**config.mk**
```make
export PLATFORM = sky130hd
export DESIGN_NAME = bitmap_bit_ops_find_next_top
export DESIGN_NICKNAME = d
export VERILOG_FILES = /design/src/rtl/bbf_pkg.sv /design/src/rtl/bbf_datapath.sv /design/src/rtl/bbf_ctrl.sv /design/src/rtl/bitmap_bit_ops_find_next_top.sv
export VERILOG_INCLUDE_DIRS = /design/src /design/src/rtl
export SDC_FILE = /design/constraint.sdc
export NUM_CORES = 2
export LEC_CHECK = 0
export ABC_AREA = 1
export ABC_CLOCK_PERIOD_IN_PS = 15600
export BUFFER_PORTS_ARGS = -buffer_cell sky130_fd_sc_hd__buf_2
export CAP_MARGIN = 20
export CORE_ASPECT_RATIO = 1.1
export CORE_MARGIN = 2
export CORE_UTILIZATION = 54
export CTS_CLUSTER_DIAMETER = 100
export DETAILED_ROUTE_END_ITERATION = 10
export PLACE_DENSITY_LB_ADDON = 0.3
export SETUP_SLACK_MARGIN = 0.05
export SLEW_MARGIN = 10
export SYNTH_ARGS = -nofsm -noshare
export SYNTH_HDL_FRONTEND = slang
export SYNTH_SLANG_ARGS = --single-unit
```
**constraint.sdc**
```tcl
create_clock -name clk -period 15.6 [get_ports clk]
set_clock_uncertainty 0.15 [all_clocks]
set_input_delay 3.12 -clock clk [delete_from_list [all_inputs] [get_ports clk]]
set_output_delay 3.12 -clock clk [all_outputs]
set_load 0.005 [all_outputs]
```
**src/rtl/bitmap_bit_ops_find_next_top_assert.svh**
```systemverilog
// ---------------------------------------------------------------------------
// Bitmap bit-ops assertion macros
// Shared concurrent assertion shorthands for the bitmap bit-ops block.
// ---------------------------------------------------------------------------
`ifndef BITMAP_BIT_OPS_FIND_NEXT_TOP_ASSERT_SVH
`define BITMAP_BIT_OPS_FIND_NEXT_TOP_ASSERT_SVH

// Property checked on the rising edge, ignored while reset is high.
`define BBF_ASSERT(lbl, clk, rst, prop, msg) \
  lbl: assert property (@(posedge clk) disable iff (rst) prop) else $error(msg);

// Property checked on every rising edge, reset included.
`define BBF_ASSERT_ALWAYS(lbl, clk, prop, msg) \
  lbl: assert property (@(posedge clk) prop) else $error(msg);

`endif

```
**src/rtl/bbf_pkg.sv**
```systemverilog
// ---------------------------------------------------------------------------
// Bitmap bit-ops package
// Sizes, operation codes and controller/datapath interface types.
// ---------------------------------------------------------------------------
package bbf_pkg;

  localparam int BITMAP_BITS = 1024;
  localparam int WORD_BITS   = 64;
  localparam int NUM_WORDS   = BITMAP_BITS / WORD_BITS;
  localparam int WORD_IDX_W  = $clog2(NUM_WORDS);
  localparam int BIT_IDX_W   = $clog2(WORD_BITS);
  localparam int INDEX_W     = WORD_IDX_W + BIT_IDX_W;
  localparam int SIZE_W      = INDEX_W + 1;
  localparam int KIND_W      = 4;

  localparam logic [SIZE_W-1:0] MAX_SIZE = SIZE_W'(BITMAP_BITS);

  typedef enum logic [KIND_W-1:0] {
    K_SET         = 4'd0,
    K_CLEAR       = 4'd1,
    K_TOGGLE      = 4'd2,
    K_TEST_SET    = 4'd3,
    K_TEST_CLEAR  = 4'd4,
    K_TEST_TOGGLE = 4'd5,
    K_TEST        = 4'd6,
    K_FIND_SET    = 4'd7,
    K_FIND_ZERO   = 4'd8
  } kind_t;

  typedef struct packed {
    logic load_item;    // latch kind and index, point at the addressed word
    logic capture_old;  // keep the addressed bit before any change
    logic do_update;    // write the modified word back
    logic scan_next;    // move the scan to the next word
    logic load_out;     // load the result register
  } bbf_cmd_t;

  typedef struct packed {
    logic is_find;      // latched item is a find
    logic scan_done;    // current word settles the find
  } bbf_status_t;

endpackage

```
**src/rtl/bbf_datapath.sv**
```systemverilog
// ---------------------------------------------------------------------------
// Bitmap bit-ops datapath
// Bitmap words, size register, bit update, word-at-a-time scan, result regs.
// ---------------------------------------------------------------------------
module bbf_datapath import bbf_pkg::*; (
  input  logic                  clk,
  input  logic                  rst,
  input  logic [KIND_W-1:0]     kind,
  input  logic [INDEX_W-1:0]    bit_index,
  input  logic                  cfg_wr_en,
  input  logic [SIZE_W-1:0]     cfg_wr_data,
  input  bbf_cmd_t              cmd,
  output bbf_status_t           status,
  output logic                  old_bit,
  output logic [SIZE_W-1:0]     found_index
);

  logic [WORD_BITS-1:0]  bitmap [NUM_WORDS];
  logic [SIZE_W-1:0]     size_q;
  logic [KIND_W-1:0]     kind_q;
  logic [INDEX_W-1:0]    start_q;
  logic [WORD_IDX_W-1:0] ptr;
  logic                  old_q;

  logic [WORD_BITS-1:0]  word_rd;
  logic [WORD_BITS-1:0]  word_new;
  logic [WORD_BITS-1:0]  pos_onehot;
  logic [BIT_IDX_W-1:0]  bit_pos;
  logic                  old_now;
  logic                  is_find;
  logic [SIZE_W-1:0]     limit;
  logic                  start_ge;
  logic [WORD_BITS-1:0]  search;
  logic [WORD_BITS-1:0]  lo_mask;
  logic [WORD_BITS-1:0]  hi_mask;
  logic [WORD_BITS-1:0]  cand;
  logic                  hit;
  logic [BIT_IDX_W-1:0]  hit_pos;
  logic [WORD_IDX_W:0]   ptr_inc;
  logic [WORD_IDX_W:0]   limit_word;
  logic                  last_word;
  logic [SIZE_W-1:0]     found_val;

  assign word_rd    = bitmap[ptr];
  assign bit_pos    = start_q[BIT_IDX_W-1:0];
  assign old_now    = word_rd[bit_pos];
  assign pos_onehot = WORD_BITS'(1) << bit_pos;
  assign is_find    = (kind_q == K_FIND_SET) || (kind_q == K_FIND_ZERO);

  always_comb begin
    case (kind_q)
      K_SET, K_TEST_SET:       word_new = word_rd | pos_onehot;
      K_CLEAR, K_TEST_CLEAR:   word_new = word_rd & ~pos_onehot;
      K_TOGGLE, K_TEST_TOGGLE: word_new = word_rd ^ pos_onehot;
      default:                 word_new = word_rd;
    endcase
  end

  // find: search window is [start, min(size, BITMAP_BITS))
  assign limit      = (size_q > MAX_SIZE) ? MAX_SIZE : size_q;
  assign start_ge   = {1'b0, start_q} >= limit;
  assign search     = (kind_q == K_FIND_SET) ? word_rd : ~word_rd;
  assign limit_word = limit[SIZE_W-1:BIT_IDX_W];

  always_comb begin
    if (ptr == start_q[INDEX_W-1:BIT_IDX_W]) begin
      lo_mask = ~((WORD_BITS'(1) << bit_pos) - WORD_BITS'(1));
    end else begin
      lo_mask = '1;
    end
    if (limit_word > {1'b0, ptr}) begin
      hi_mask = '1;
    end else if (limit_word == {1'b0, ptr}) begin
      hi_mask = (WORD_BITS'(1) << limit[BIT_IDX_W-1:0]) - WORD_BITS'(1);
    end else begin
      hi_mask = '0;
    end
  end

  assign cand = search & lo_mask & hi_mask;
  assign hit  = |cand;

  // lowest set bit of the candidate word
  always_comb begin
    hit_pos = '0;
    for (int j = WORD_BITS - 1; j >= 0; j--) begin
      if (cand[j]) begin
        hit_pos = BIT_IDX_W'(j);
      end
    end
  end

  assign ptr_inc   = {1'b0, ptr} + 1'b1;
  assign last_word = {ptr_inc, {BIT_IDX_W{1'b0}}} >= limit;
  assign found_val = (start_ge || !hit) ? limit : {1'b0, ptr, hit_pos};

  assign status.is_find   = is_find;
  assign status.scan_done = start_ge || hit || last_word;

  always_ff @(posedge clk) begin
    if (rst) begin
      for (int w = 0; w < NUM_WORDS; w++) begin
        bitmap[w] <= '0;
      end
      size_q <= MAX_SIZE;
    end else begin
      if (cmd.do_update) begin
        bitmap[ptr] <= word_new;
      end
      if (cfg_wr_en) begin
        size_q <= cfg_wr_data;
      end
    end
  end

  always_ff @(posedge clk) begin
    if (cmd.load_item) begin
      kind_q  <= kind;
      start_q <= bit_index;
      ptr     <= bit_index[INDEX_W-1:BIT_IDX_W];
    end else if (cmd.scan_next) begin
      ptr <= ptr + 1'b1;
    end
    if (cmd.capture_old) begin
      old_q <= old_now;
    end
    if (cmd.load_out) begin
      old_bit     <= is_find ? old_q : old_now;
      found_index <= is_find ? found_val : '0;
    end
  end

endmodule

```
**src/rtl/bbf_ctrl.sv**
```systemverilog
// ---------------------------------------------------------------------------
// Bitmap bit-ops controller
// Sequences accept, bit update or word scan, and the result transfer.
// ---------------------------------------------------------------------------
`include "bitmap_bit_ops_find_next_top_assert.svh"

module bbf_ctrl import bbf_pkg::*; (
  input  logic        clk,
  input  logic        rst,
  input  logic        in_valid,
  output logic        in_ready,
  output logic        out_valid,
  input  logic        out_ready,
  input  bbf_status_t status,
  output bbf_cmd_t    cmd
);

  typedef enum logic [2:0] {
    S_IDLE = 3'b001,
    S_EXEC = 3'b010,
    S_SCAN = 3'b100
  } state_t;

  state_t state;
  state_t state_next;
  logic   out_free;

  assign out_free = !out_valid || out_ready;
  assign in_ready = (state == S_IDLE);

  always_comb begin
    state_next = state;
    cmd        = '0;
    case (state)
      S_IDLE: begin
        if (in_valid) begin
          cmd.load_item = 1'b1;
          state_next    = S_EXEC;
        end
      end
      S_EXEC: begin
        cmd.capture_old = 1'b1;
        if (status.is_find) begin
          state_next = S_SCAN;
        end else if (out_free) begin
          cmd.do_update = 1'b1;
          cmd.load_out  = 1'b1;
          state_next    = S_IDLE;
        end
      end
      S_SCAN: begin
        if (status.scan_done) begin
          if (out_free) begin
            cmd.load_out = 1'b1;
            state_next   = S_IDLE;
          end
        end else begin
          cmd.scan_next = 1'b1;
        end
      end
      default: begin
        state_next = S_IDLE;
      end
    endcase
  end

  always_ff @(posedge clk) begin
    if (rst) begin
      state     <= S_IDLE;
      out_valid <= 1'b0;
    end else begin
      state <= state_next;
      if (cmd.load_out) begin
        out_valid <= 1'b1;
      end else if (out_ready) begin
        out_valid <= 1'b0;
      end
    end
  end

  `BBF_ASSERT(a_accept_to_exec, clk, rst, in_valid && in_ready |=> state == S_EXEC, "accept did not enter exec")
  `BBF_ASSERT(a_result_source, clk, rst, $rose(out_valid) |-> $past(state == S_EXEC) || $past(state == S_SCAN), "result without an item")
  `BBF_ASSERT(a_scan_holds, clk, rst, state == S_SCAN && !status.scan_done |=> state == S_SCAN, "scan left early")

endmodule

```
**src/rtl/bitmap_bit_ops_find_next_top.sv**
```systemverilog
// ---------------------------------------------------------------------------
// Bitmap bit operations with find-next
// Top level: 1024-bit bitmap with set/clear/toggle/test and find-next.
// ---------------------------------------------------------------------------
// A 1024-bit bitmap, cleared by reset, held as sixteen 64-bit words. Each
// input transfer carries an operation (kind) and a bit index; each gives
// exactly one output transfer with the old value of the addressed bit and,
// for find-next-set / find-next-zero, the first matching index from the
// start index up to min(bitmap_size, 1024), or that limit when nothing
// matches (found_index is zero for other kinds; unused kinds act as test).
// One item is handled at a time. A bit operation finishes in the exec
// state; a find goes on to the scan state, which reads one bitmap word
// per cycle through the single word port, from the start word up to the
// last word below the limit. A result waiting in the output register
// holds back the next result, not the next input transfer. bitmap_size
// may be written through cfg_wr_en/cfg_wr_data only while the block is idle.
// ---------------------------------------------------------------------------
module bitmap_bit_ops_find_next_top import bbf_pkg::*; (
  input  logic               clk,
  input  logic               rst,
  // item in
  input  logic               in_valid,
  output logic               in_ready,
  input  logic [KIND_W-1:0]  kind,
  input  logic [INDEX_W-1:0] bit_index,
  // result out
  output logic               out_valid,
  input  logic               out_ready,
  output logic               old_bit,
  output logic [SIZE_W-1:0]  found_index,
  // bitmap_size register
  input  logic               cfg_wr_en,
  input  logic [SIZE_W-1:0]  cfg_wr_data
);

  bbf_cmd_t    cmd;
  bbf_status_t status;

  // sequencing: accept, then update or scan, then result transfer
  bbf_ctrl u_ctrl (
    .clk       (clk),
    .rst       (rst),
    .in_valid  (in_valid),
    .in_ready  (in_ready),
    .out_valid (out_valid),
    .out_ready (out_ready),
    .status    (status),
    .cmd       (cmd)
  );

  // storage, size register and search logic
  bbf_datapath u_datapath (
    .clk         (clk),
    .rst         (rst),
    .kind        (kind),
    .bit_index   (bit_index),
    .cfg_wr_en   (cfg_wr_en),
    .cfg_wr_data (cfg_wr_data),
    .cmd         (cmd),
    .status      (status),
    .old_bit     (old_bit),
    .found_index (found_index)
  );

endmodule

```
Word level (Yosys, flattened, before mapping)
Memories as Yosys holds them, arrays and structs flattened. A register that Yosys moved wholly into a read port is not among the register bits.
Cells that the tools add are included.
{"block": "word_totals", "mem_bits_rw": 1024, "word_cells": 162, "ff_bits": 46, "memories": 1, "latchBits": 0, "rom_bits": 0}
{"block": "classes", "magnitude_cmp": 5, "multipliers": 0, "muxes": 101, "eq_ne": 14, "n_addsub": 4, "bitwise_logic": 8, "div": 0, "reduce_logical": 17, "n_shift": 2}
{"name": "u_datapath.bitmap", "depth": 16, "width": 64, "rd": 1, "rd_ports_with_merged_regs": 1, "wr": 16, "line_no": "bbf_datapath.sv:18", "text": "logic [WORD_BITS-1:0] bitmap [NUM_WORDS];"}
{"op": "2-to-1 mux 6 bit", "n": 64}
{"op": "2-to-1 mux 64 bit", "n": 5}
{"op": "AND 64 bit", "n": 3}
{"op": "inverter 64 bit", "n": 3}
{"op": "case mux 64 bit (3 select lines)", "n": 1}
{"op": "OR reduction 64 bit", "n": 2}
{"op": "<< shifter 1 x 6 -> 64 bit (first input constant)", "n": 2}
{"op": "subtractor 64 x 2 -> 64 bit (second input constant)", "n": 2}
{"op": "bitwise OR 64 bit", "n": 1}
{"op": "bitwise XOR 64 bit", "n": 1}
{"op": "2-to-1 mux 1 bit", "n": 17}
{"op": "2-to-1 mux 4 bit", "n": 4}
{"op": "== test 4 x 3 -> 1 bit (second input constant)", "n": 3}
{"op": "2-to-1 mux 3 bit", "n": 4}
{"op": "greater-or-equal comparator 10 x 11 -> 1 bit", "n": 1}
{"op": "greater-or-equal comparator 11 bit", "n": 1}
{"op": "> comparator 11 bit (second input constant)", "n": 1}
{"op": "2-to-1 mux 11 bit", "n": 1}
{"op": "2-to-1 mux 10 bit", "n": 1}
{"op": "case mux 3 bit (3 select lines)", "n": 1}
{"op": "== test 4 x 2 -> 1 bit (second input constant)", "n": 2}
{"op": "< comparator 6 x 7 -> 1 bit (second input constant)", "n": 1}
{"op": "binary-select mux 1 bit (select 6 bit)", "n": 1}
{"op": "OR reduction 2 bit", "n": 3}
{"op": "18 further kinds", "n": 26}

Depth between registers and ports, before layout
{"block": "logic_depth", "word_depth": 72, "mapped_depth": 82, "mapped_depth_nobuf": 81}

Modules after synthesis
A second synthesis with hierarchy kept.
{"block": "unflattened", "cells_unflattened": 6175, "area_unflattened_um2": 58209.6}
{"mod": "bbf_datapath", "cells_per_inst": 6122, "seq_area_each_um2": 31980.7, "n_inst": 1, "area_each_um2": 57901.8}
{"mod": "bbf_ctrl", "cells_per_inst": 53, "seq_area_each_um2": 80.1, "n_inst": 1, "area_each_um2": 307.8}

Least setup slack after synthesis
OpenSTA, ideal clock, no wires.
{"block": "synth_timing", "path_type": "input -> register", "startpoint": "input out_ready", "endpoint": "memory u_datapath.bitmap[6][0] (enable)", "slack_ps": 9460, "stages": 8, "setup_time_ps": 688, "n_path_buf": 2, "arrival_time_ps": 5302, "required_ps": 14762, "cell_sequence": "nor2_1 nor2_1 nand2_1 nor2_1 nand2_1 clkbuf_1 buf_1 nand2_1"}
{"item": "start, declared", "line_no": "bitmap_bit_ops_find_next_top.sv:28", "text": "input logic out_ready,"}
{"item": "end, declared", "line_no": "bbf_datapath.sv:18"}

Worst setup path in the final report
{"block": "layout_timing", "startpoint": "register u_datapath.size_q[4]", "endpoint": "register u_datapath.found_index[0], data pin"}
{"block": "layout_between", "elab_chain_len": 72, "word_cells_on_any_way": 78, "cone_classes": "add/sub: 1; order compare: 3; eq/ne: 1; shift: 1; mux: 68; bitwise: 1; reduce/logical: 3"}
{"item": "start, declared", "line_no": "bbf_datapath.sv:19", "text": "logic [SIZE_W-1:0] size_q;"}
{"item": "start signal, assigned", "line_no": "bbf_datapath.sv:111", "text": "size_q <= cfg_wr_data;"}
{"item": "> comparator 11 bit", "line_no": "bbf_datapath.sv:60", "text": "assign limit = (size_q > MAX_SIZE) ? MAX_SIZE : size_q;"}
{"item": "2-to-1 mux 11 bit *", "line_no": "bbf_datapath.sv:60"}
{"item": "<< shifter 1 x 6 -> 64 bit", "line_no": "bbf_datapath.sv:74", "text": "hi_mask = (WORD_BITS'(1) << limit[BIT_IDX_W-1:0]) - WORD_BITS'(1);"}
{"item": "subtractor 64 x 2 -> 64 bit", "line_no": "bbf_datapath.sv:74"}
{"item": "2-to-1 mux 64 bit", "line_no": "bbf_datapath.sv:73", "text": "end else if (limit_word == {1'b0, ptr}) begin"}
{"item": "2-to-1 mux 64 bit", "line_no": "bbf_datapath.sv:71", "text": "if (limit_word > {1'b0, ptr}) begin"}
{"item": "AND 64 bit", "line_no": "bbf_datapath.sv:80", "text": "assign cand = search & lo_mask & hi_mask;"}
{"item": "2-to-1 mux 6 bit (64 in series)", "line_no": "bbf_datapath.sv:87", "text": "if (cand[j]) begin"}
{"item": "2-to-1 mux 10 bit *", "line_no": "bbf_datapath.sv:95", "text": "assign found_val = (start_ge || !hit) ? limit : {1'b0, ptr, hit_pos};"}
{"item": "end signal, assigned", "line_no": "bbf_datapath.sv:129", "text": "found_index <= is_find ? found_val : '0;"}
{"item": "end, declared", "line_no": "bbf_datapath.sv:15", "text": "output logic [SIZE_W-1:0] found_index"}
Every way passes the cells marked *; elsewhere a longest branch is shown, timed or not.
A chain may end at the register's enable or synchronous reset.

==> impl_metrics.env <==
export IMPL_relSlewSlack_pct=18.45
export IMPL_finalCriticalPeriod_ns=8.142
export IMPL_final_common_cell="nor2_1"
export IMPL_p_leak_nw=24.42
export IMPL_grt_pass1_vias=44240
export IMPL_clock_power_share_pct=26.4
export IMPL_start_kind="flip-flop"
export IMPL_yosysSeqAreaShare_pct=55.29
export IMPL_required_ns=16.04
export IMPL_ctsResizeCount=0
export IMPL_dieArea_um2=110000
export IMPL_whs_ns=0.3889
export IMPL_wirelength_mm=199.3
export IMPL_drtPass1Iterations=8
export IMPL_cts_max_path_buffers=3
export IMPL_crit_slowest_cell="dfxtp_1"
export IMPL_ys_types=58
export IMPL_n_fill_cell=9116
export IMPL_endpoint_kind="flip-flop"
export IMPL_grt_usage_pct=35.82
export IMPL_synth_nets=6265
export IMPL_gp_congestion=1.075
export IMPL_synth_async_reset_ratio_pct=0
export IMPL_remaining_drc_errors=0
export IMPL_dr_first_iter_drc_count=6747
export IMPL_post_cts_buffers=0
export IMPL_drv_slew=0
export IMPL_critPathMaxFanout=41
export IMPL_cap_violations=0
export IMPL_synth_edf_count=1055
export IMPL_syn_area_um2=57990
export IMPL_ys_seq_elements=1074
export IMPL_power_density_nw_per_um2=149.4
export IMPL_final_setup_worst_slack_ns=7.458
export IMPL_start_util_pct=54.25
export IMPL_cts_hold_buf=0
export IMPL_final_cell_mix="nor2_1, edfxtp_1, nand2_1"
export IMPL_place_ws_ns=7.577
export IMPL_htreeDepth=3
export IMPL_finalHoldViolations=0
export IMPL_synth_top_area_cell="edfxtp_1"
export IMPL_antenna_left=0
export IMPL_wl_per_cell_um=26.92
export IMPL_critical_path_class="reg -> reg"
export IMPL_ys_warn_count=0
export IMPL_cts_buffers_inserted=108
export IMPL_routed_via_density=6.366
export IMPL_nNetsFinal=6090
export IMPL_die_height_um=347.7
export IMPL_clock_sinks=1074
export IMPL_final_setup_viol_count=0
export IMPL_cts_root_buffer="clkbuf_16"
export IMPL_seq_power_share_pct=36.0
export IMPL_row_count=126
export IMPL_hp_class="reg -> reg"
export IMPL_grt_overflow_total=0
export IMPL_p_sw_mw=3.731
export IMPL_coreArea_um2=106900
export IMPL_diodes=0
export IMPL_worstMarginPinSlew_ns=1.223
export IMPL_syn_inst=6083
export IMPL_clk_latency_ns=0.73
export IMPL_cp_common_cell="nand2_1"
export IMPL_outcome="finished, final reports clean"
export IMPL_arrival_ns=8.58
export IMPL_grt_first_pass_wirelength_mm=290.5
export IMPL_min_period_over_period_pct=52.19
export IMPL_tns_ns=0
export IMPL_ios=44
export IMPL_synthTopCellsByArea="edfxtp_1, nor2_1, mux2i_1"
export IMPL_ir_worst_vdd_uv=142.8
export IMPL_vias=47130
export IMPL_synth_top_area_share_pct=54.63
export IMPL_combPwrFrac_pct=37.6
export IMPL_grt_start_max_net_pins=178
export IMPL_clock_fmax_ghz=0.1228
export IMPL_clkTransAtPathRegs_ns=0.06
export IMPL_p_sw_share_pct=39.89
export IMPL_layout_drive_gt1_share_pct=7.490
export IMPL_intPower_mw=5.623
export IMPL_synth_main_ff_cell="edfxtp_1"
export IMPL_finalCoreUtilization_pct=58.57
export IMPL_dp_hpwl_mm=121.8
export IMPL_io_buffers=43
export IMPL_fp_dieW_um=316.5
export IMPL_antenna_found_initial=0
export IMPL_max_stage_delay_ns=0.56
export IMPL_rsz0062_at_grt="no"
export IMPL_syn_avg_cell_area_um2=9.533
export IMPL_cts_tree="yes"
export IMPL_area_growth_pct=7.955
## synth_stat cells, drive strengths merged (84+ instances only)
cell    number
o211ai     269
clkbuf     278
edfxtp    1055
mux2i      256
ha         152
inv        553
nand2      587
a21oi      361
nand4       84
o21ai      473
nand3      206
buf        185
nor2      1314
## cell families (layout without fill, tap and decap cells)
group / after synthesis / in the layout / synth area share (%)
fa+ha+maj: 152 / 152 / 3.280
buf+inv: 1021 / 933 / 7.228
simple gates: 2256 / 2256 / 15.96
flops: 1074 / 1074 / 55.29
mux: 256 / 256 / 4.419
compound gates: 1284 / 1284 / 13.22
xor+xnor: 40 / 40 / 0.6041
## worst paths after layout
path                            slack, ns                        end                  from  cells past startpoint
worst min-delay path                 0.39         u_datapath.old_bit      u_datapath.old_q                      2
worst max register to register       7.46  u_datapath.found_index[0]  u_datapath.size_q[4]                     77
worst max-delay path                 7.46  u_datapath.found_index[0]  u_datapath.size_q[4]                     77
worst min register to register       0.39         u_datapath.old_bit      u_datapath.old_q                      2
## sequential cells by signal (all words and copies together), names as in the netlist, named ones only
register / cells
u_datapath.size_q: 11
u_ctrl.out_valid: 1
u_ctrl.state: 3
u_datapath.old_q: 1
u_datapath.bitmap: 1024
u_datapath.start_q: 10
u_datapath.ptr: 4
u_datapath.kind_q: 4
u_datapath.old_bit: 1
u_datapath.found_index: 11
## final cells by class
type                            count  area (um2)  share of cell area (%)
Clock buffer                      140        2865                   4.577
Clock inverter                     57       407.9                  0.6515
Timing Repair Buffer              178        1279                   2.043
Inverter                          558        2107                   3.366
Tap cell                         1408        1762                   2.814
Multi-Input combinational cell   3988       22110                   35.31
Sequential cell                  1074       32080                   51.24
## through the flow
| step | instances | instance area, um2 | total power [mW] |
|---|---|---|---|
| floorplan | 6083 | 57990 | 5.668 |
| finish | 7403 | 62600 | 9.354 |
| global route | 7403 | 62600 | 9.755 |
| CTS | 7385 | 62470 | 9.234 |
| detailed placement | 7188 | 59200 | 6.806 |
| global placement | 7181 | 59140 | 6.732 |
## critical path: cells and delay by family (launching register included)
kind                     cells  cell delay (ns)
AO/OA/AOI/OAI                4             1.02
adder cells (fa/ha/maj)      1             0.40
buffers and inverters        4             1.34
flip-flops                   1             0.56
AND/OR/NAND/NOR             68             4.53
## per-layer routing
| layer | up-vias | share of wire, % | GRT usage, % | wire [um] |
|---|---|---|---|---|
| li1 | 20790 | - | - | - |
| met1 | 22730 | 39 | 48.93 | 76760 |
| met2 | 3023 | 45 | 54.95 | 89670 |
| met3 | 588 | 11 | 6.541 | 22170 |
| met4 | 0 | 5.4 | 17.93 | 10710 |
| met5 | - | 0 | 0 | 0 |
## power by group through the flow
stage / Clock [mW] / Combinational, mW / Sequential [mW]
2_1_floorplan: 0 / 2.30 / 3.37
3_3_place_gp: 0 / 3.31 / 3.42
3_5_place_dp: 0 / 3.38 / 3.43
4_1_cts: 2.47 / 3.39 / 3.37
5_1_grt: 2.58 / 3.79 / 3.38
6_report: 2.47 / 3.52 / 3.37
Power figures use the tool's default switching activity.
